==> config.mk <==
export PLATFORM = sky130hd
export DESIGN_NAME = chm3d_front
export DESIGN_NICKNAME = d
export VERILOG_FILES = /design/src/rtl/chained_hash_map_3d_key_core_macros.svh /design/src/rtl/chm3d_pkg.sv /design/src/rtl/chm3d_front.sv
export SDC_FILE = /design/constraint.sdc
export NUM_CORES = 2
export LEC_CHECK = 0
export BUFFER_PORTS_ARGS = -buffer_cell sky130_fd_sc_hd__buf_2
export CORE_ASPECT_RATIO = 1.5
export CORE_UTILIZATION = 56
export CTS_CLUSTER_DIAMETER = 120
export DETAILED_ROUTE_END_ITERATION = 7
export PLACE_DENSITY = 0.77
export REMOVE_ABC_BUFFERS = 1
export SYNTH_ARGS = -nofsm -noshare
export SYNTH_HDL_FRONTEND = slang
export SYNTH_SLANG_ARGS = --single-unit
==> constraint.sdc <==
create_clock -name i_clk -period 12.73 [get_ports i_clk]
set_input_delay 0.6365 -clock i_clk [delete_from_list [all_inputs] [get_ports i_clk]]
set_output_delay 0.6365 -clock i_clk [all_outputs]
set_load 0.03 [all_outputs]
==> src/rtl/chained_hash_map_3d_key_core_macros.svh <==
// assertion helpers used by the back-end module (chm3d_back)
`ifndef CHAINED_HASH_MAP_3D_KEY_CORE_MACROS_SVH
`define CHAINED_HASH_MAP_3D_KEY_CORE_MACROS_SVH

// same-cycle implication, checked out of reset
`define CHM_ASSERT_IMP(lbl, clk, rst_n, ante, cons) \
    lbl: assert property (@(posedge clk) disable iff (!rst_n) (ante) |-> (cons)) \
        else $error("core check failed");

// next-cycle implication, checked out of reset
`define CHM_ASSERT_NXT(lbl, clk, rst_n, ante, cons) \
    lbl: assert property (@(posedge clk) disable iff (!rst_n) (ante) |=> (cons)) \
        else $error("core check failed");

`endif

==> src/rtl/chm3d_pkg.sv <==
package chm3d_pkg;

    // BUCKETS is a power of two: the bucket is the low bits of the hash
    localparam int BUCKETS = 256;
    localparam int ENTRIES = 512;
    localparam int BKT_W   = (BUCKETS > 1) ? $clog2(BUCKETS) : 1;
    localparam int IDX_W   = (ENTRIES > 1) ? $clog2(ENTRIES) : 1;
    localparam int CNT_W   = $clog2(ENTRIES + 1);
    localparam int QDEPTH  = 2;
    localparam int QPTR_W  = $clog2(QDEPTH);

    localparam logic [63:0] MIX_C1 = 64'hbf58476d1ce4e5b9;
    localparam logic [63:0] MIX_C2 = 64'h94d049bb133111eb;

    typedef struct packed {
        logic              is_set;
        logic [31:0]       key_x;
        logic [31:0]       key_y;
        logic [31:0]       key_z;
        logic [31:0]       value;
        logic [BKT_W-1:0]  bucket;
    } t_req;

    typedef enum logic [2:0] {
        F_IDLE, F_XOR, F_MUL0, F_MUL1, F_MUL2, F_FIN
    } t_fstate;

    typedef enum logic [2:0] {
        B_IDLE, B_HEAD, B_CMP, B_DONE, B_LINK
    } t_bstate;

endpackage

==> src/rtl/chm3d_front.sv <==
module chm3d_front (
    input  logic            i_clk,
    input  logic            i_rst_n,
    input  logic            i_valid,
    output logic            o_ready,
    input  logic            i_req_type,
    input  logic [31:0]     i_key_x,
    input  logic [31:0]     i_key_y,
    input  logic [31:0]     i_key_z,
    input  logic [31:0]     i_new_value,
    output logic            o_push,
    input  logic            i_q_ready,
    output chm3d_pkg::t_req o_req
);
    import chm3d_pkg::*;

    t_fstate     r_state, n_state;
    logic        r_rnd;
    logic [63:0] r_h;
    logic [63:0] r_acc;
    logic        r_set;
    logic [31:0] r_x, r_y, r_z, r_v;
    logic [63:0] w_c;
    logic [31:0] w_ma, w_mb;
    logic [63:0] w_prod;
    logic [63:0] w_fin;

    // one shared 32x32 multiplier; the 64-bit product mod 2^64 takes three passes
    assign w_c    = r_rnd ? MIX_C2 : MIX_C1;
    assign w_ma   = (r_state == F_MUL2) ? r_h[63:32] : r_h[31:0];
    assign w_mb   = (r_state == F_MUL1) ? w_c[63:32] : w_c[31:0];
    assign w_prod = w_ma * w_mb;
    assign w_fin  = r_h ^ (r_h >> 31);

    always_comb begin
        n_state = r_state;
        unique case (r_state)
            F_IDLE: if (i_valid) n_state = F_XOR;
            F_XOR:  n_state = F_MUL0;
            F_MUL0: n_state = F_MUL1;
            F_MUL1: n_state = F_MUL2;
            F_MUL2: n_state = r_rnd ? F_FIN : F_XOR;
            F_FIN:  if (i_q_ready) n_state = F_IDLE;
            default: n_state = F_IDLE;
        endcase
    end

    always_comb begin
        o_ready = 1'b0;
        o_push  = 1'b0;
        unique case (r_state)
            F_IDLE:  o_ready = 1'b1;
            F_FIN:   o_push  = 1'b1;
            default: ;
        endcase
    end

    always_ff @(posedge i_clk) begin
        if (!i_rst_n) begin
            r_state <= F_IDLE;
            r_rnd   <= 1'b0;
        end else begin
            r_state <= n_state;
            if (r_state == F_IDLE) r_rnd <= 1'b0;
            else if (r_state == F_MUL2) r_rnd <= 1'b1;
        end
    end

    always_ff @(posedge i_clk) begin
        case (r_state)
            F_IDLE: if (i_valid) begin
                r_h   <= {i_key_z[15:0], i_key_y[23:0], i_key_x[23:0]};
                r_set <= i_req_type;
                r_x   <= i_key_x;
                r_y   <= i_key_y;
                r_z   <= i_key_z;
                r_v   <= i_new_value;
            end
            F_XOR:  r_h <= r_rnd ? (r_h ^ (r_h >> 27)) : (r_h ^ (r_h >> 30));
            F_MUL0: r_acc <= w_prod;
            F_MUL1: r_acc[63:32] <= r_acc[63:32] + w_prod[31:0];
            F_MUL2: r_h <= {r_acc[63:32] + w_prod[31:0], r_acc[31:0]};
            default: ;
        endcase
    end

    always_comb begin
        o_req.is_set = r_set;
        o_req.key_x  = r_x;
        o_req.key_y  = r_y;
        o_req.key_z  = r_z;
        o_req.value  = r_v;
        o_req.bucket = w_fin[BKT_W-1:0];
    end

endmodule

---- Word level (Yosys, flattened, before mapping) ----
Cells that the tools add are included.
word-level totals
  bits in registers ....................... 261
  input bits .............................. 133
  output and inout bits ................... 139
  word-level logic and storage cells ...... 43
operators by class
  add/subtract/negate cells ............... 1
  $mul .................................... 1
  equality and inequality tests ........... 7
  muxes and demuxes ....................... 13
  bitwise logic cells ..................... 4
  reduce and logical (&&, ||, !) cells .... 7
operators with widths
  kind                                                              number
  64-bit one-hot mux with 3 select lines                            1
  64-bit two-way mux                                                2
  32-bit by 32-bit multiplier with 64-bit output                    1
  32-bit two-way mux                                                2
  32-bit one-hot mux with 2 select lines                            1
  64-bit by 34-bit XOR with 64-bit output                           1
  64-bit by 37-bit XOR with 64-bit output                           1
  62-bit two-way mux                                                1
  32-bit adder                                                      1
  3-bit one-hot mux with 6 select lines                             1
  3-bit two-way mux                                                 3
  8-bit XOR                                                         1
  3-bit by 2-bit == test with 1-bit output (second input constant)  2
  3-bit == test (second input constant)                             2
  2-bit AND reduction                                               3
  2-bit inequality test (second input constant)                     2
  3-bit by 1-bit == test with 1-bit output (second input constant)  1
  3-bit logical NOT                                                 1
  3-bit nonzero test                                                1
  1-bit two-way mux                                                 2
  2-bit nonzero test                                                1
  2-bit OR reduction                                                1
  1-bit inverter                                                    1

---- Depth between registers and ports, before layout ----
  depth in word-level cells ............... 5
  mapped depth ............................ 45
  mapped depth without buffers ............ 41

---- Least setup slack after synthesis ----
No wires, ideal clock.
  path type ............................... register to register
  start ................................... reg r_state[1]
  end ..................................... reg r_h[61] (data pin)
  arrival time ............................ 11534 ps
  data required time ...................... 12474 ps
  path slack .............................. 940 ps
  stages on the path, launching flop included .. 44
  path buffers ............................ 6
  cells stage by stage .................... dfxtp_1 -> clkbuf_1 -> nor2b_1 -> nand2_1 -> inv_1 -> clkbuf_1 -> clkbuf_1 -> ha_1 -> clkbuf_1 -> clkbuf_1 -> nand2_1 -> fa_1 -> inv_1 -> fa_1 -> inv_1 -> fa_1 -> fa_1 -> inv_1 -> [... 8 more ...] -> ha_1 -> buf_2 -> and4_4 -> and2_4 -> a221oi_2 -> nand3_1 -> a211o_1 -> xnor2_1 -> ha_1 -> a21oi_1 -> o21ai_0 -> or3_1 -> a31oi_1 -> o21ai_1 -> a21o_1 -> a21oi_1 -> xnor2_1 -> a22o_1
between the ends
  longest elaborated chain between the ends .. 5
RTL lines
  what                                                                              line                                  RTL
  from (decl)                                                                       chm3d_front.sv:17                     t_fstate r_state, n_state;
  from (signal assigned)                                                            chm3d_front.sv:63                     r_state <= n_state;
  3-bit == test / 3-bit by 2-bit == test with 1-bit output (equally long branches)  chm3d_front.sv:30, chm3d_front.sv:31
  32-bit two-way mux, on equally long branches                                      chm3d_front.sv:30, chm3d_front.sv:31
  32-bit by 32-bit multiplier with 64-bit output *                                  chm3d_front.sv:32                     assign w_prod = w_ma * w_mb;
  named net w_prod[24]                                                              chm3d_front.sv:25                     logic [63:0] w_prod;
  32-bit adder *                                                                    chm3d_front.sv:82                     F_MUL2: r_h <= {r_acc[63:32] + w_prod[31:0], r_acc[31:0]};
  64-bit one-hot mux with 3 select lines *                                          chm3d_front.sv:70                     case (r_state)
  to (signal assigned)                                                              chm3d_front.sv:72                     r_h <= {i_key_z[15:0], i_key_y[23:0], i_key_x[23:0]};
  to (signal assigned)                                                              chm3d_front.sv:79                     F_XOR: r_h <= r_rnd ? (r_h ^ (r_h >> 27)) : (r_h ^ (r_h >> 30));
  to (signal assigned)                                                              chm3d_front.sv:82
  to (decl)                                                                         chm3d_front.sv:19                     logic [63:0] r_h;
Mark *: on every way through the listed nets, which the timed path passes. The rest lies on a longest branch.
A chain may end at the register's enable or synchronous reset.

---- Final worst setup path ----
  start ................................... reg r_state[1]
  end ..................................... reg r_h[62] (data pin)
The elaborated chain is that of the path after synthesis.

==> results.md <==
- Final WL: 134800 um
- Starting Density: 56.74%
- Yosys top cell area share: 39.67%
- Unrepaired setup endpoints after global routing: false
- Clock tree from TritonCTS: done
- Clk buf depth: 3
- # rows: 121
- Die Ht: 334.3 um
- Data required time of the worst path: 13.02 ns
- Total global routing overflow: 0
- Setup-failing EPs final: 0
- Num CTS Buffers: 26
- Routed vias/inst: 5.816
- Final Hold Viols: 0
- Detail Route Antenna Nets: 0
- Iteration count of the initial detailed-routing pass: 6
- DPL Wire Length: 114100 um
- Area Growth Syn to Fin: 8.287%
- CTS Root Cell: clkbuf_16
- Post-CTS setup buffers: 0
- Nature of the critical path endpoint: flip-flop
- CP endpoint: r_h[62]$_DFFE_PP_
- Fmax: 0.08579 GHz
- Cts hold-fix bufs: 0
- DP Worst Slack: 1.406 ns
- I/O pin total: 272
- IO Port Bufs: 271
- Vias in the first global route: 32.27k
- Clock Pin Slew Worst Setup and Hold Paths: 0.07 ns
- First-pass GRT wire length: 201800 um
- Antenna violations before repair: 5
- Mapped Cells: 3942
- All-Layer GR Usage: 37.37%
- Synth Flop Type: edfxtp_1
- Critical Path Max Stage Delay: 0.86 ns
- Residual DRC: 0
- EDFF count, synth: 257
- Fin crit share: 91.57%
- Largest area contributor in the netlist: fa_1
- Worst skew pair latency: 0.55 ns
- Crit path top cell by count: fa_1
- Post-layout util: 61.44%
- Min Hold Slack: 0.2562 ns
- Number of nets in the layout: 5498
- Worst R2R End: r_h[62]$_DFFE_PP_
- CTS sink cnt: 261
- Chip width: 223.6 um
- Worst-margin pin slew: 1.244 ns
- CP Data Arrival Time: 11.95 ns
- Avg Inst Size Synth: 10.46 sq um
- Fin crit period: 11.66 ns
- Final GP Congestion: 1.032
- Resize count post-CTS: 0
- Worst setup margin: 1.073 ns
- Largest net degree at the start of global routing: 84
- Maxcap violations: 0
- Worst R2R Start: r_state[1]$_SDFFE_PN0P_
- Yosys warns: 0
- Unique cell type count in the Yosys netlist: 73
- Max transition margin: 16.96%
- Die Area: 0.07474 sq mm
- Core Region: 0.07267 sq mm
- CP Launch Type: flip-flop
- Count of pins over their slew limit: 0
- Min-delay worst type: in -> reg
- H-tree Lvls: 1
- WL/cell: 26.36 um
- Sequential share of the synthesized area: 18.91%
- Crit path max-delay cell type: ha_1
- Vias: 29.75k
- Crit Path Category: reg -> reg
- Status: finished, final reports clean
- Cells on worst reg2reg path: 37
- Max Clock Skew: 0.01302 ns
- Worst-path maximum fanout: 34
- Layout cells sized above 1: 10.78%
- Critical path launch point: r_state[1]$_SDFFE_PN0P_
- Post-Syn Area: 0.04123 sq mm
- Synth area leaders: fa_1 40%, edfxtp_1 19%, ha_1 11%
- #FFs+latches synth: 261
- FF-to-FF setup slack: 1.07 ns
- DR iter-0 viols: 2264
- Synth async-reset ratio: 0%
flip-flops by register name, summed over array words and instances (netlist names):
register and cells:
r_y 32, r_z 32, r_x 32, r_rnd 1, r_h 64, r_acc 64, r_v 32, r_set 1
r_state 3
per-stage QoR:
| step | cell area [sq um] | std cells | TNS [ns] |
|---|---|---|---|
| 3_3_place_gp | 43800 | 5068 | 0 |
| 5_1_grt | 44650 | 5115 | 0 |
| 6_report | 44650 | 5115 | 0 |
| 2_1_floorplan | 40730 | 3812 | -12.14 |
| 4_1_cts | 44650 | 5114 | 0 |
| 3_5_place_dp | 43800 | 5068 | 0 |
worst min-delay path by stage:
stage	from	to	slack [ns]	cells past startpoint
after floorplan	r_acc[0]$_DFFE_PP_	r_h[0]$_DFFE_PP_	0.53	2
after global placement	r_acc[6]$_DFFE_PP_	r_h[6]$_DFFE_PP_	0.54	2
after detailed placement	r_acc[1]$_DFFE_PP_	r_h[1]$_DFFE_PP_	0.56	2
after CTS	i_new_value[27]	r_v[27]$_DFFE_PP_	0.25	1
after global routing	i_new_value[29]	r_v[29]$_DFFE_PP_	0.25	1
final	i_key_x[28]	r_x[28]$_DFFE_PP_	0.26	1
cells in the mapped netlist (4+ instances only):
| cell | count |
|---|---|
| a211oi_1 | 7 |
| a21o_1 | 43 |
| a21oi_1 | 127 |
| a221o_1 | 5 |
| a22o_1 | 22 |
| a22oi_1 | 34 |
| a31o_2 | 4 |
| a31oi_1 | 14 |
| and2_1 | 52 |
| and3_1 | 10 |
| buf_1 | 4 |
| clkbuf_1 | 121 |
| clkinv_1 | 4 |
| dfxtp_1 | 4 |
| edfxtp_1 | 257 |
| fa_1 | 817 |
| ha_1 | 374 |
| inv_1 | 975 |
| mux2i_1 | 61 |
| nand2_1 | 176 |
| nand2b_1 | 42 |
| nand3_1 | 20 |
| nand4_1 | 14 |
| nor2_1 | 266 |
| nor2b_1 | 71 |
| nor3_1 | 9 |
| nor3b_1 | 5 |
| nor4_1 | 4 |
| o211ai_1 | 7 |
| o21a_1 | 11 |
| o21ai_0 | 94 |
| o21ai_1 | 12 |
| o21bai_1 | 15 |
| o31ai_1 | 4 |
| or2_2 | 46 |
| xnor2_1 | 74 |
| xor2_1 | 80 |
layout by cell type, fill, tap and decap left out, drive strengths merged, types with 4 or more instances in the layout:
cell type,n
inv,977
fa,817
ha,374
buf,334
nor2,266
edfxtp,257
nand2,176
a21oi,127
o21ai,108
xor2,80
xnor2,74
nor2b,71
mux2i,61
and2,54
or2,46
a21o,43
nand2b,42
a22oi,34
clkbuf,31
a22o,22
nand3,20
o21bai,15
a31oi,15
nand4,14
clkinv,12
o21a,11
and3,10
nor3,10
a211oi,8
o211ai,7
nor3b,5
a221o,5
a31o,4
o31ai,4
nor4,4
and4,4
a21boi,4
a41oi,4
dfxtp,4
cell type report:
type,count,area (sq um)
clock buffer,31,690.7
multi-input combinational,2572,29340
sequential,261,7799
timing repair buffer,334,1829
clock inverter,15,156.4
inverter,979,3675
antenna,1,2.502
fill,6046,28020
tap,922,1154
cells by family (layout without fill, tap and decap cells):
family	Yosys count	count (layout)	synth area share, %
adders and majority gates	1192	1192	51.04
xor gates and xnor gates	154	154	3.271
and+or+nand+nor	730	730	8.393
DFF	261	261	18.91
buffers and inverters	1109	1359	10.12
other	0	1	0
AOI/OAI and AO/OA	434	434	6.755
muxes	62	62	1.508
routing by layer:
metal	vias up	routed length [um]	track usage, %
li1	12661	-	-
met1	14938	44080	41.17
met2	1566	68080	65.01
met3	580	9465	5.271
met4	4	13180	28.88
met5	-	27	0
worst max-delay path: cells and delay by family (launching register included):
kind,cells,cell delay [ns]
adders and majority gates,11,5.32
AOI/OAI and AO/OA,10,2.35
and+or+nand+nor,8,1.43
DFF,1,0.52
buffers and inverters,6,1.01
xor gates and xnor gates,2,0.76
Power is left out: the tool's default activity adds up to more than one toggle a clock period on the data nets, which glitch-free logic cannot reach.
