`src/rtl/chained_hash_map_3d_key_core_macros.svh`:
```
// assertion helpers used by the back-end module (chm3d_back)
`ifndef CHAINED_HASH_MAP_3D_KEY_CORE_MACROS_SVH
`define CHAINED_HASH_MAP_3D_KEY_CORE_MACROS_SVH

// same-cycle implication, checked out of reset
`define CHM_ASSERT_IMP(lbl, clk, rst_n, ante, cons) \
    lbl: assert property (@(posedge clk) disable iff (!rst_n) (ante) |-> (cons)) \
        else $error("core check failed");

// next-cycle implication, checked out of reset
`define CHM_ASSERT_NXT(lbl, clk, rst_n, ante, cons) \
    lbl: assert property (@(posedge clk) disable iff (!rst_n) (ante) |=> (cons)) \
        else $error("core check failed");

`endif

```
`src/rtl/chm3d_pkg.sv`:
```
package chm3d_pkg;

    // BUCKETS is a power of two: the bucket is the low bits of the hash
    localparam int BUCKETS = 256;
    localparam int ENTRIES = 512;
    localparam int BKT_W   = (BUCKETS > 1) ? $clog2(BUCKETS) : 1;
    localparam int IDX_W   = (ENTRIES > 1) ? $clog2(ENTRIES) : 1;
    localparam int CNT_W   = $clog2(ENTRIES + 1);
    localparam int QDEPTH  = 2;
    localparam int QPTR_W  = $clog2(QDEPTH);

    localparam logic [63:0] MIX_C1 = 64'hbf58476d1ce4e5b9;
    localparam logic [63:0] MIX_C2 = 64'h94d049bb133111eb;

    typedef struct packed {
        logic              is_set;
        logic [31:0]       key_x;
        logic [31:0]       key_y;
        logic [31:0]       key_z;
        logic [31:0]       value;
        logic [BKT_W-1:0]  bucket;
    } t_req;

    typedef enum logic [2:0] {
        F_IDLE, F_XOR, F_MUL0, F_MUL1, F_MUL2, F_FIN
    } t_fstate;

    typedef enum logic [2:0] {
        B_IDLE, B_HEAD, B_CMP, B_DONE, B_LINK
    } t_bstate;

endpackage

```
`src/rtl/chm3d_queue.sv`:
```
module chm3d_queue (
    input  logic            i_clk,
    input  logic            i_rst_n,
    input  logic            i_push,
    output logic            o_ready,
    input  chm3d_pkg::t_req i_req,
    output logic            o_valid,
    input  logic            i_pop,
    output chm3d_pkg::t_req o_req
);
    import chm3d_pkg::*;

    t_req                r_mem [QDEPTH];
    logic [QPTR_W-1:0]   r_wp, r_rp;
    logic [QPTR_W:0]     r_cnt;
    logic                w_wr, w_rd;

    assign o_ready = (r_cnt != (QPTR_W+1)'(QDEPTH));
    assign o_valid = (r_cnt != '0);
    assign w_wr    = i_push && o_ready;
    assign w_rd    = i_pop && o_valid;
    assign o_req   = r_mem[r_rp];

    always_ff @(posedge i_clk) begin
        if (!i_rst_n) begin
            r_wp  <= '0;
            r_rp  <= '0;
            r_cnt <= '0;
        end else begin
            if (w_wr) r_wp <= QPTR_W'((r_wp + 1'b1) % QDEPTH);
            if (w_rd) r_rp <= QPTR_W'((r_rp + 1'b1) % QDEPTH);
            if (w_wr && !w_rd) r_cnt <= r_cnt + 1'b1;
            else if (w_rd && !w_wr) r_cnt <= r_cnt - 1'b1;
        end
    end

    always_ff @(posedge i_clk) begin
        if (w_wr) r_mem[r_wp] <= i_req;
    end

endmodule

```
`config.mk`:
```
export PLATFORM = sky130hd
export DESIGN_NAME = chm3d_queue
export DESIGN_NICKNAME = d
export VERILOG_FILES = /design/src/rtl/chained_hash_map_3d_key_core_macros.svh /design/src/rtl/chm3d_pkg.sv /design/src/rtl/chm3d_queue.sv
export SDC_FILE = /design/constraint.sdc
export NUM_CORES = 1
export LEC_CHECK = 0
export ABC_CLOCK_PERIOD_IN_PS = 5100
export BUFFER_PORTS_ARGS = -buffer_cell sky130_fd_sc_hd__buf_2
export CAP_MARGIN = 10
export CORE_MARGIN = 2
export CORE_UTILIZATION = 54
export CTS_BUF_LIST = sky130_fd_sc_hd__clkbuf_8
export CTS_CLUSTER_SIZE = 8
export DETAILED_ROUTE_END_ITERATION = 7
export GPL_TIMING_DRIVEN = 1
export PLACE_DENSITY = 0.91
export SYNTH_ARGS = -nofsm -noshare
export SYNTH_HDL_FRONTEND = slang
export SYNTH_SLANG_ARGS = --single-unit
export TNS_END_PERCENT = 10
```
`constraint.sdc`:
```
create_clock -name i_clk -period 5.1 [get_ports i_clk]
set_input_delay 0.765 -clock i_clk [delete_from_list [all_inputs] [get_ports i_clk]]
set_output_delay 0.765 -clock i_clk [all_outputs]
set_load 0.005 [all_outputs]
```
# == Word level (Yosys, flattened, before mapping) ==
# Memories as Yosys holds them, arrays and structs flattened. A register that Yosys moved wholly into a read port is not among the register bits.
# Index checks and enable logic that the tools add are counted.
# totals
ff_bits,4
latch_bits,0
ramBits,274
rom_bits,0
in_bits,141
out_inout_bits,139
mem_count,1
# classes
add_sub_neg,4
n_mul,0
n_div,0
order_cmp,0
n_eq_ne,1
shift,0
mux,6
n_bitwise,0
reduce_logical,8
# memory_table
memory,words,word_bits,read_ports,rd_ports_with_merged_regs,wr,line_no,rtl
r_mem,2,137,1,1,1,chm3d_queue.sv:13,t_req r_mem [QDEPTH];
# ops
operator,n
logical AND 1 bit,4
2-to-1 mux 1 bit,4
2-to-1 mux 2 bit,2
nonzero test 2 bit,2
"adder 1 bit, second input constant",2
"adder 2 x 1 -> 2 bit, second input constant",1
zero test 1 bit,2
"!= test 2 bit, second input constant",1
"subtractor 2 x 1 -> 2 bit, second input constant",1

# == Longest topological paths before layout ==
# Gate-level depths: netlist of run 1.
# logic_depth
depth_word,6
ltp_mapped,6
mapped_depth_nobuf,6

# == Worst setup path after synthesis of run 1 ==
# Ideal clock, no wire load.
# synth_path
kind,input-to-reg
startpoint,input port i_push
endpoint,"memory r_mem[1][0] (netlist name), enable pin"
arrival_time_ps,3964
required_ps,4587
slack_ps,622
path_stages,1
n_path_buf,0
path_cell_list,and3_1
# synth_via
elab_chain_len,3
# synth_lines
element,line_no,rtl
from (decl),chm3d_queue.sv:4,"input logic i_push,"
logical AND 1 bit,chm3d_queue.sv:20,assign w_wr = i_push && o_ready;
2-to-1 mux 1 bit,chm3d_queue.sv:38,if (w_wr) r_mem[r_wp] <= i_req;
2-to-1 mux 1 bit (not written as such),chm3d_queue.sv:38,
to (decl),chm3d_queue.sv:13,
# Every way passes these cells.

==> results of run 1 <==
## sequential cells by signal, indices dropped and copies added (netlist names), named ones only
| signal | count |
|---|---|
| r_mem | 274 |
| r_cnt | 2 |
| r_rp | 1 |
| r_wp | 1 |
## critical path: cells and delay by family (launching register included)
family / cells / cell delay, ns
mux: 1 / 0.38
buf+inv: 2 / 0.50
flops: 1 / 1.10
## routing by layer
| layer | up-vias | share of wire [%] | GRT usage [%] |
|---|---|---|---|
| met4 | 2 | 3.3 | 8.21 |
| met1 | 2615 | 37 | 21.0 |
| met2 | 241 | 51 | 32.5 |
| li1 | 2440 | - | - |
| met5 | - | 0.066 | 0 |
| met3 | 49 | 8.2 | 6.73 |
## path summary, 6_finish.rpt
path | start | endpoint | slack [ns] | depth (start not counted)
setup / recovery | flop | o_req[36] | 1.79 | 3
hold / removal | i_req[34] | r_mem[0][34]$_DFFE_PP_ | 0.41 | 1
setup reg to reg | r_cnt[0]$_SDFFE_PN0P_ | r_mem[0][42]$_DFFE_PP_ | 2.64 | 4
hold reg to reg | r_cnt[1]$_SDFFE_PN0P_ | r_cnt[1]$_SDFFE_PN0P_ | 0.57 | 2
## cells in the final DEF (no fill, tap or decap), types with 2 or more instances in the layout
master,n
buf_2,279
clkinv_2,3
edfxtp_1,274
dfxtp_1,4
inv_1,16
diode_2,3
clkbuf_8,47
and2_1,4
mux2_2,137
xnor2_1,2
clkinv_1,8
buf_4,3
## cell families (layout without fill, tap and decap cells)
kind of cell	count (synthesis)	in the layout
flip-flops	279	279
multiplexers	137	137
buffers and inverters	16	359
AND/OR/NAND/NOR	9	9
AO/OA/AOI/OAI	5	5
XOR/XNOR	3	3
adder cells (fa/ha/maj)	1	1
other	0	3
## area by class of cell
type | instances | area, µm² | share of cell area (%)
Inverter | 1 | 8.76 | 0.0699
Timing Repair Buffer | 283 | 1440 | 11.5
Antenna cell | 3 | 7.51 | 0.0599
Clock buffer | 47 | 647 | 5.16
Sequential cell | 279 | 8330 | 66.5
Clock inverter | 28 | 113 | 0.899
Multi-Input combinational cell | 155 | 1690 | 13.5
Tap cell | 234 | 293 | 2.34
## metrics by stage
stage | hold WS (ns) | instance area, µm²
3_5_place_dp | 0.570 | 11800
3_3_place_gp | 0.533 | 11800
4_1_cts | 0.381 | 12500
6_report | 0.414 | 12500
5_1_grt | 0.382 | 12500
2_1_floorplan | 0.512 | 10200
## power by group through the flow
stage | Clock [mW] | Sequential, mW | Combinational [mW]
2_1_floorplan | 0 | 3.00 | 0.831
3_3_place_gp | 0 | 3.07 | 1.21
3_5_place_dp | 0 | 3.09 | 1.24
4_1_cts | 1.68 | 3.04 | 1.24
5_1_grt | 1.78 | 3.07 | 1.32
6_report | 1.64 | 3.04 | 1.23
==> results.cfg, run 1 <==
[routing]
ant_nets = 0
vias_per_cell = 5.19
vias = 5347
post-route-drc-count = 0
routedWlPerCell_um = 19.0
routed_wl_mm = 19.6
dr.pass1.iters = 4
first_iter_violations = 292

[clock_network]
clock_path_buffers = 3
cts_tree = built
clock_latency_ns = 0.54
clkSlewWorstSetupHoldPaths_ns = 0.06
cts_hold_buf = 0
post-cts-setup-buffers = 0
cts_made_buffers = 45
h-tree-depth = 2
clock-root-buffer = clkbuf_8
ctsResizeCount = 0
cts.sinks = 279

[logic_synthesis]
synthArstFlopShare_pct = 0
synthTopCellsByArea = edfxtp_1 (81%), mux2_2 (15%), buf_6 (1.1%)
synth_top_area_cell = edfxtp_1
synth_seq_cells = 279
synthAdderAreaFrac_pct = 0.123
synth_area_mm2 = 0.0102
synth_top_family_by_area = multiplexers
synth_ff_type = edfxtp_1
synth_edf_count = 274
synthXorXnorAreaFrac_pct = 0.259
synth_compound_area_share_pct = 0.345
synth.top_cells.by_count = edfxtp_1 (274), mux2_2 (137), buf_6 (10), buf_4 (5), dfxtp_1 (5)
synth_nets = 592
synth_warnings = 0
yosysMostFrequentCell = edfxtp_1
synth.top_cell.area_share_pct = 81.0
yosys-mux-area-fraction_pct = 15.2
synthSimpleGateAreaFrac_pct = 0.640
synth_cell_types = 20
synth_area_per_cell_um2 = 22.6
syn-instance-count = 450
yosysSeqAreaShare_pct = 81.9

[grt]
grt_pass1_wl_mm = 28.6
grt_max_degree = 113
antenna_found_initial = 4
grt_usage_pct = 18.8
grt-ovfl-total = 0
grt_pass1_vias = 5663

[sta]
tns_ns = 0
tightest_slew_ns = 1.18
period_needed_ns = 3.31
rsz0062_at_grt = false
layout_setup_ws_ns = 1.79
maxSlewViolCount = 0
fmax_ghz = 0.302
slew_headroom_pct = 21.4
hold_viol_final = 0
finClkSkew_ns = 0.0247
fin_crit_sh_pct = 64.9
setup_viol = 0

[worst_setup_path]
worstPathMaxFanout = 85
crit_path_top_delay_cell = dfxtp_4
worstPathRequired_ns = 4.34
arrival_ns = 2.54
path_cells = buf_12 > mux2_2 > buf_2
critPathMaxStageDelay_ns = 1.10
startpoint_type = flop
path_class = flop to output port
end_kind = output port

[placed_design]
globalplace.congestion = 0.779
port_buffers = 279
dp_cells = 952
detailed_place_hpwl_mm = 12.6
place_ws_ns = 2.28

[power]
clockPowerShare_pct = 27.7
powerDensity_mw_per_mm2 = 471
vdd_drop_max_mv = 0.634
sw_frac_of_total_pct = 25.8
seqPwrFrac_pct = 51.5
power_switching_mw = 1.52
total_power_mw = 5.90
p_int_mw = 4.38
leakage_nw = 4.73
p_comb_share_pct = 20.8

[floorplan]
die_w_um = 141
start_util_pct = 54.7
dieArea_mm2 = 0.0199
floorplan.core_area_mm2 = 0.0186
io_pins = 280
rows = 50
die_height_um = 141

[finish]
final_core_util_pct = 67.4
fillers = 1205
area_delta_synth_final_pct = 23.2
drive_gt1_share_pct = 60.2
instances_no_fill = 1030
fin_nets = 907

[min_path]
min_path_type = input port to flop

[status]
status = complete, no violations

[flow_run]
drv_cap = 0
No activity file was read; power rests on OpenSTA's default activity.
==> inputs of run 2 (changes only) <==
--- a/config.mk
+++ b/config.mk
@@ -5,16 +5,16 @@
 export SDC_FILE = /design/constraint.sdc
 export NUM_CORES = 1
 export LEC_CHECK = 0
-export ABC_CLOCK_PERIOD_IN_PS = 5100
+export ABC_CLOCK_PERIOD_IN_PS = 2700
 export BUFFER_PORTS_ARGS = -buffer_cell sky130_fd_sc_hd__buf_2
 export CAP_MARGIN = 10
 export CORE_MARGIN = 2
-export CORE_UTILIZATION = 54
+export CORE_UTILIZATION = 49
 export CTS_BUF_LIST = sky130_fd_sc_hd__clkbuf_8
 export CTS_CLUSTER_SIZE = 8
 export DETAILED_ROUTE_END_ITERATION = 7
 export GPL_TIMING_DRIVEN = 1
-export PLACE_DENSITY = 0.91
+export PLACE_DENSITY = 0.87
 export SYNTH_ARGS = -nofsm -noshare
 export SYNTH_HDL_FRONTEND = slang
 export SYNTH_SLANG_ARGS = --single-unit
==> constraint.sdc (replaced) <==
create_clock -name i_clk -period 2.7 [get_ports i_clk]
set_input_delay 0.405 -clock i_clk [delete_from_list [all_inputs] [get_ports i_clk]]
set_output_delay 0.405 -clock i_clk [all_outputs]
set_load 0.005 [all_outputs]
==> results.cfg, run 2 (synthesis gave the netlist of run 1 again) <==
[sta]
tns_ns = 0
period_needed_ns = 2.40
slew_headroom_pct = 68.5
hold_viol_final = 0
tightest_slew_ns = 0.473
fmax_ghz = 0.417
maxSlewViolCount = 0
setup_viol = 0
rsz0062_at_grt = false
fin_crit_sh_pct = 88.8
finClkSkew_ns = 0.0244

[clock_network]
clkSlewWorstSetupHoldPaths_ns = 0.06
clock_latency_ns = 0.53
cts_hold_buf = 0
cts_tree = built
ctsResizeCount = 0
clock_path_buffers = 3
cts_made_buffers = 43
post-cts-setup-buffers = 0
h-tree-depth = 2
clock-root-buffer = clkbuf_8
cts.sinks = 279

[worst_setup_path]
arrival_ns = 1.99
end_kind = output port
worstPathRequired_ns = 2.30
worstPathMaxFanout = 27
startpoint_type = flop
reg2reg_slack_ns = 0.90
path_class = flop to output port
r2r_cells = 4

[finish]
final_common_cell = buf_2
largest_register_ffs = 274
fin_nets = 909
top_register = r_mem
area_delta_synth_final_pct = 24.2
drive_gt1_share_pct = 60.4
design_area_mm2 = 0.0126
reg_top3 = r_mem (274), r_cnt (2)
mostFrequentLayoutCells = buf_2 (279), edfxtp_1 (274), mux2_2 (137), clkbuf_8 (45), inv_1 (20)

[power]
clockPowerShare_pct = 26.7
seqPwrFrac_pct = 50.5
sw_frac_of_total_pct = 25.5
powerDensity_mw_per_mm2 = 878
p_comb_share_pct = 22.7
power_switching_mw = 2.83
total_power_mw = 11.1
vdd_drop_max_mv = 0.640
leakage_nw = 4.76
p_int_mw = 8.26

[grt]
grt_usage_pct = 17.2
grt_max_degree = 83
grt_pass1_vias = 5850
grt_pass1_wl_mm = 29.2
antenna_found_initial = 3
grt-ovfl-total = 0

[placed_design]
detailed_place_hpwl_mm = 12.5
placed_cell_area_mm2 = 0.0119
port_buffers = 279
globalplace.congestion = 0.737

[routing]
routed_wl_mm = 19.1
post-route-drc-count = 0
dr.pass1.iters = 4
ant_nets = 0
vias = 5278
first_iter_violations = 232
routedWlPerCell_um = 18.0
vias_per_cell = 4.97

[flow_run]
drv_cap = 0

[floorplan]
die_height_um = 148
io_pins = 280
floorplan.core_area_mm2 = 0.0203
start_util_pct = 50.1
dieArea_mm2 = 0.0219
die_w_um = 148
rows = 52

[status]
status = complete, no violations

[min_path]
min_path_type = input port to flop
min_path_cells = 1
-- run 2: cell types whose count changed in the layout (fill, tap and decap cells not counted) --
cell	previous run	this run
diode_2	3	2
dfxtp_2	0	1
clkinv_2	3	2
clkbuf_8	47	45
clkinv_1	8	2
buf_4	3	1
buf_12	1	7
dfxtp_1	4	3
inv_1	16	20
inv_6	1	0
-- run 2: metrics by stage --
stage | worst slack [ns] | hold WS, ns | std cells | util [%]
finish | 0.302 | 0.0585 | 1063 | 62.2
global route | 0.176 | 0.0217 | 1061 | 62.2
CTS | 0.251 | 0.0223 | 1061 | 62.2
detailed placement | 0.835 | 0.560 | 992 | 58.7
global placement | 0.862 | 0.536 | 992 | 58.7
floorplan | -0.342 | 0.504 | 450 | -
-- run 2: path summary, 6_finish.rpt --
kind                                       startpoint                      to
worst max-delay path                             flop               o_req[55]
worst min-delay path                        i_req[92]  r_mem[1][92]$_DFFE_PP_
worst min register to register  r_cnt[1]$_SDFFE_PN0P_   r_cnt[1]$_SDFFE_PN0P_
worst max register to register  r_cnt[0]$_SDFFE_PN0P_  r_mem[0][68]$_DFFE_PP_
-- run 2: cell type report --
cell class	instances	area [µm²]
multi-input cells	155	1690
fillers	1441	7670
well taps	270	338
diodes	2	5.00
flip-flops and latches	279	8330
clock inverters	24	92.6
repair buffers	287	1540
clock buffers	45	619
inverters	1	7.51
-- run 2: routing by layer --
layer / global-route usage (%) / routed length (µm) / up-vias / share of wire [%]
met5: 0 / 13 / - / 0.068
met4: 6.57 / 497 / 2 / 2.6
met3: 6.33 / 1640 / 45 / 8.6
met2: 31.0 / 10200 / 229 / 53
met1: 18.2 / 6840 / 2562 / 36
li1: - / - / 2440 / -
-- run 2: power by group through the flow --
| stage | clock network (mW) | registers [mW] | logic, mW |
|---|---|---|---|
| finish | 2.96 | 5.60 | 2.52 |
| global route | 3.25 | 5.65 | 2.73 |
| CTS | 3.07 | 5.61 | 2.57 |
| detailed placement | 0 | 5.69 | 2.55 |
| global placement | 0 | 5.66 | 2.50 |
| floorplan | 0 | 5.62 | 1.57 |
-- run 2: critical path, cell delays in order, from the launching register on --
cell and delay [ns]:
dfxtp_4 0.61, buf_4 0.34, mux2_2 0.38, buf_2 0.13
==> inputs of run 3 (changes only) <==
--- a/config.mk
+++ b/config.mk
@@ -5,16 +5,16 @@
 export SDC_FILE = /design/constraint.sdc
 export NUM_CORES = 1
 export LEC_CHECK = 0
-export ABC_CLOCK_PERIOD_IN_PS = 2700
+export ABC_CLOCK_PERIOD_IN_PS = 2300
 export BUFFER_PORTS_ARGS = -buffer_cell sky130_fd_sc_hd__buf_2
 export CAP_MARGIN = 10
 export CORE_MARGIN = 2
-export CORE_UTILIZATION = 49
+export CORE_UTILIZATION = 54
 export CTS_BUF_LIST = sky130_fd_sc_hd__clkbuf_8
 export CTS_CLUSTER_SIZE = 8
 export DETAILED_ROUTE_END_ITERATION = 7
 export GPL_TIMING_DRIVEN = 1
-export PLACE_DENSITY = 0.87
+export PLACE_DENSITY = 0.91
 export SYNTH_ARGS = -nofsm -noshare
 export SYNTH_HDL_FRONTEND = slang
 export SYNTH_SLANG_ARGS = --single-unit
==> constraint.sdc (replaced) <==
create_clock -name i_clk -period 2.3 [get_ports i_clk]
set_input_delay 0.345 -clock i_clk [delete_from_list [all_inputs] [get_ports i_clk]]
set_output_delay 0.345 -clock i_clk [all_outputs]
set_load 0.005 [all_outputs]
==> results.cfg, run 3 (synthesis gave the netlist of run 1 again) <==
[floorplan]
floorplan.core_area_mm2 = 0.0186
dieArea_mm2 = 0.0199
io_pins = 280
die_height_um = 141
rows = 50
start_util_pct = 54.7
die_w_um = 141

[placed_design]
globalplace.congestion = 0.721
detailed_place_hpwl_mm = 12.6
port_buffers = 279
place_ws_ns = 0.604
placed_cell_area_mm2 = 0.0119

[routing]
routed_wl_mm = 23.4
first_iter_violations = 343
vias = 5939
routedWlPerCell_um = 20.3
ant_nets = 0
vias_per_cell = 5.13
post-route-drc-count = 0
dr.pass1.iters = 4

[power]
leakage_nw = 5.30
vdd_drop_max_mv = 0.633
powerDensity_mw_per_mm2 = 963

[grt]
grt-ovfl-total = 0
grt_usage_pct = 22.8
grt_pass1_vias = 6566
grt_pass1_wl_mm = 34.7
grt_max_degree = 71
antenna_found_initial = 0

[worst_setup_path]
arrival_ns = 1.92
startpoint_type = flop
path_delay_family = flip-flops
worstPathMaxFanout = 62
critPathBufInv = 2
critPathMaxStageDelay_ns = 0.48
crit_path_top_delay_cell = dfxtp_4
path_class = flop to output port
worstPathRequired_ns = 1.96
path_cells = buf_16 > mux2_2 > buf_2
end_kind = output port

[finish]
fin_nets = 1042
largest_register_ffs = 274
top_register = r_mem
final_common_cell = buf_2
design_area_mm2 = 0.0139
reg_top3 = r_mem (274), r_cnt (2)
mostFrequentLayoutCells = buf_2 (279), edfxtp_1 (274), mux2_2 (135), dlygate4sd3_1 (131), clkbuf_8 (45)
drive_gt1_share_pct = 51.8
area_delta_synth_final_pct = 36.8
antenna_cells = 0

[sta]
fmax_ghz = 0.441
finClkSkew_ns = 0.0136
tns_ns = 0
period_needed_ns = 2.27
slew_headroom_pct = 72.2
holdWs_ns = 0.0337
fin_crit_sh_pct = 98.7
hold_viol_final = 0
maxSlewViolCount = 0
tightest_slew_ns = 0.417
layout_setup_ws_ns = 0.0302
rsz0062_at_grt = true
setup_viol = 0

[clock_network]
cts_tree = built
clock_path_buffers = 3
cts_made_buffers = 44
h-tree-depth = 2
clock_latency_ns = 0.52
clock-root-buffer = clkbuf_8
clkSlewWorstSetupHoldPaths_ns = 0.06
cts.sinks = 279

[min_path]
min_path_type = input port to flop

[status]
status = complete, no violations

[flow_run]
drv_cap = 0
[run 3: worst register-to-register path, stage by stage, from the launching register on]
cell,delay [ns]
dfxtp_2,0.38
nand2b_4,0.17
and3_4,0.43
buf_12,0.33
[run 3: path summary, 6_finish.rpt]
kind / endpoint / slack [ns] / start / depth (start not counted)
setup reg to reg: r_mem[1][75]$_DFFE_PP_ / 0.61 / r_cnt[0]$_SDFFE_PN0P_ / 3
hold / removal: r_mem[1][59]$_DFFE_PP_ / 0.03 / i_req[59] / 1
hold reg to reg: r_cnt[1]$_SDFFE_PN0P_ / 0.58 / r_cnt[1]$_SDFFE_PN0P_ / 2
setup / recovery: o_req[13] / 0.03 / flop / 3
[run 3: timing repair]
action,CTS,global route
endpoints found under the setup margin,0,61
gates resized for setup,0,4
hold buffers,128,3
hold endpoints to repair,253,5
buffers inserted,0,0
[run 3: area by class of cell]
type	instances	area [µm²]
Timing Repair Buffer	419	2870
Clock inverter	24	91.3
Sequential cell	279	8330
Inverter	1	7.51
Fill cell	1012	4680
Clock buffer	45	619
Tap cell	234	293
Multi-Input combinational cell	155	1690
[run 3: through the flow]
| step | instances | utilization, % | total power, mW |
|---|---|---|---|
| after CTS | 1154 | 74.5 | 13.3 |
| after detailed placement | 957 | 63.8 | 9.65 |
| after global routing | 1157 | 74.8 | 14.0 |
| final | 1157 | 74.8 | 13.4 |
| after global placement | 957 | 63.8 | 9.55 |
| after floorplan | 450 | - | 8.45 |
[run 3: routing by layer]
metal	GRT usage [%]	share of wire, %	up-vias
met5	0	0	-
met1	25.0	36	2908
met3	6.52	7.2	62
met2	42.2	54	282
met4	7.79	2.7	0
li1	-	-	2687
[run 3: report_power, final]
group / switching [mW] / internal (mW) / leakage (nW)
Combinational: 1.55 / 1.72 / 2.28
Clock: 1.77 / 1.78 / 0.424
Sequential: 0.222 / 6.36 / 2.60
Total: 3.54 / 9.86 / 5.30
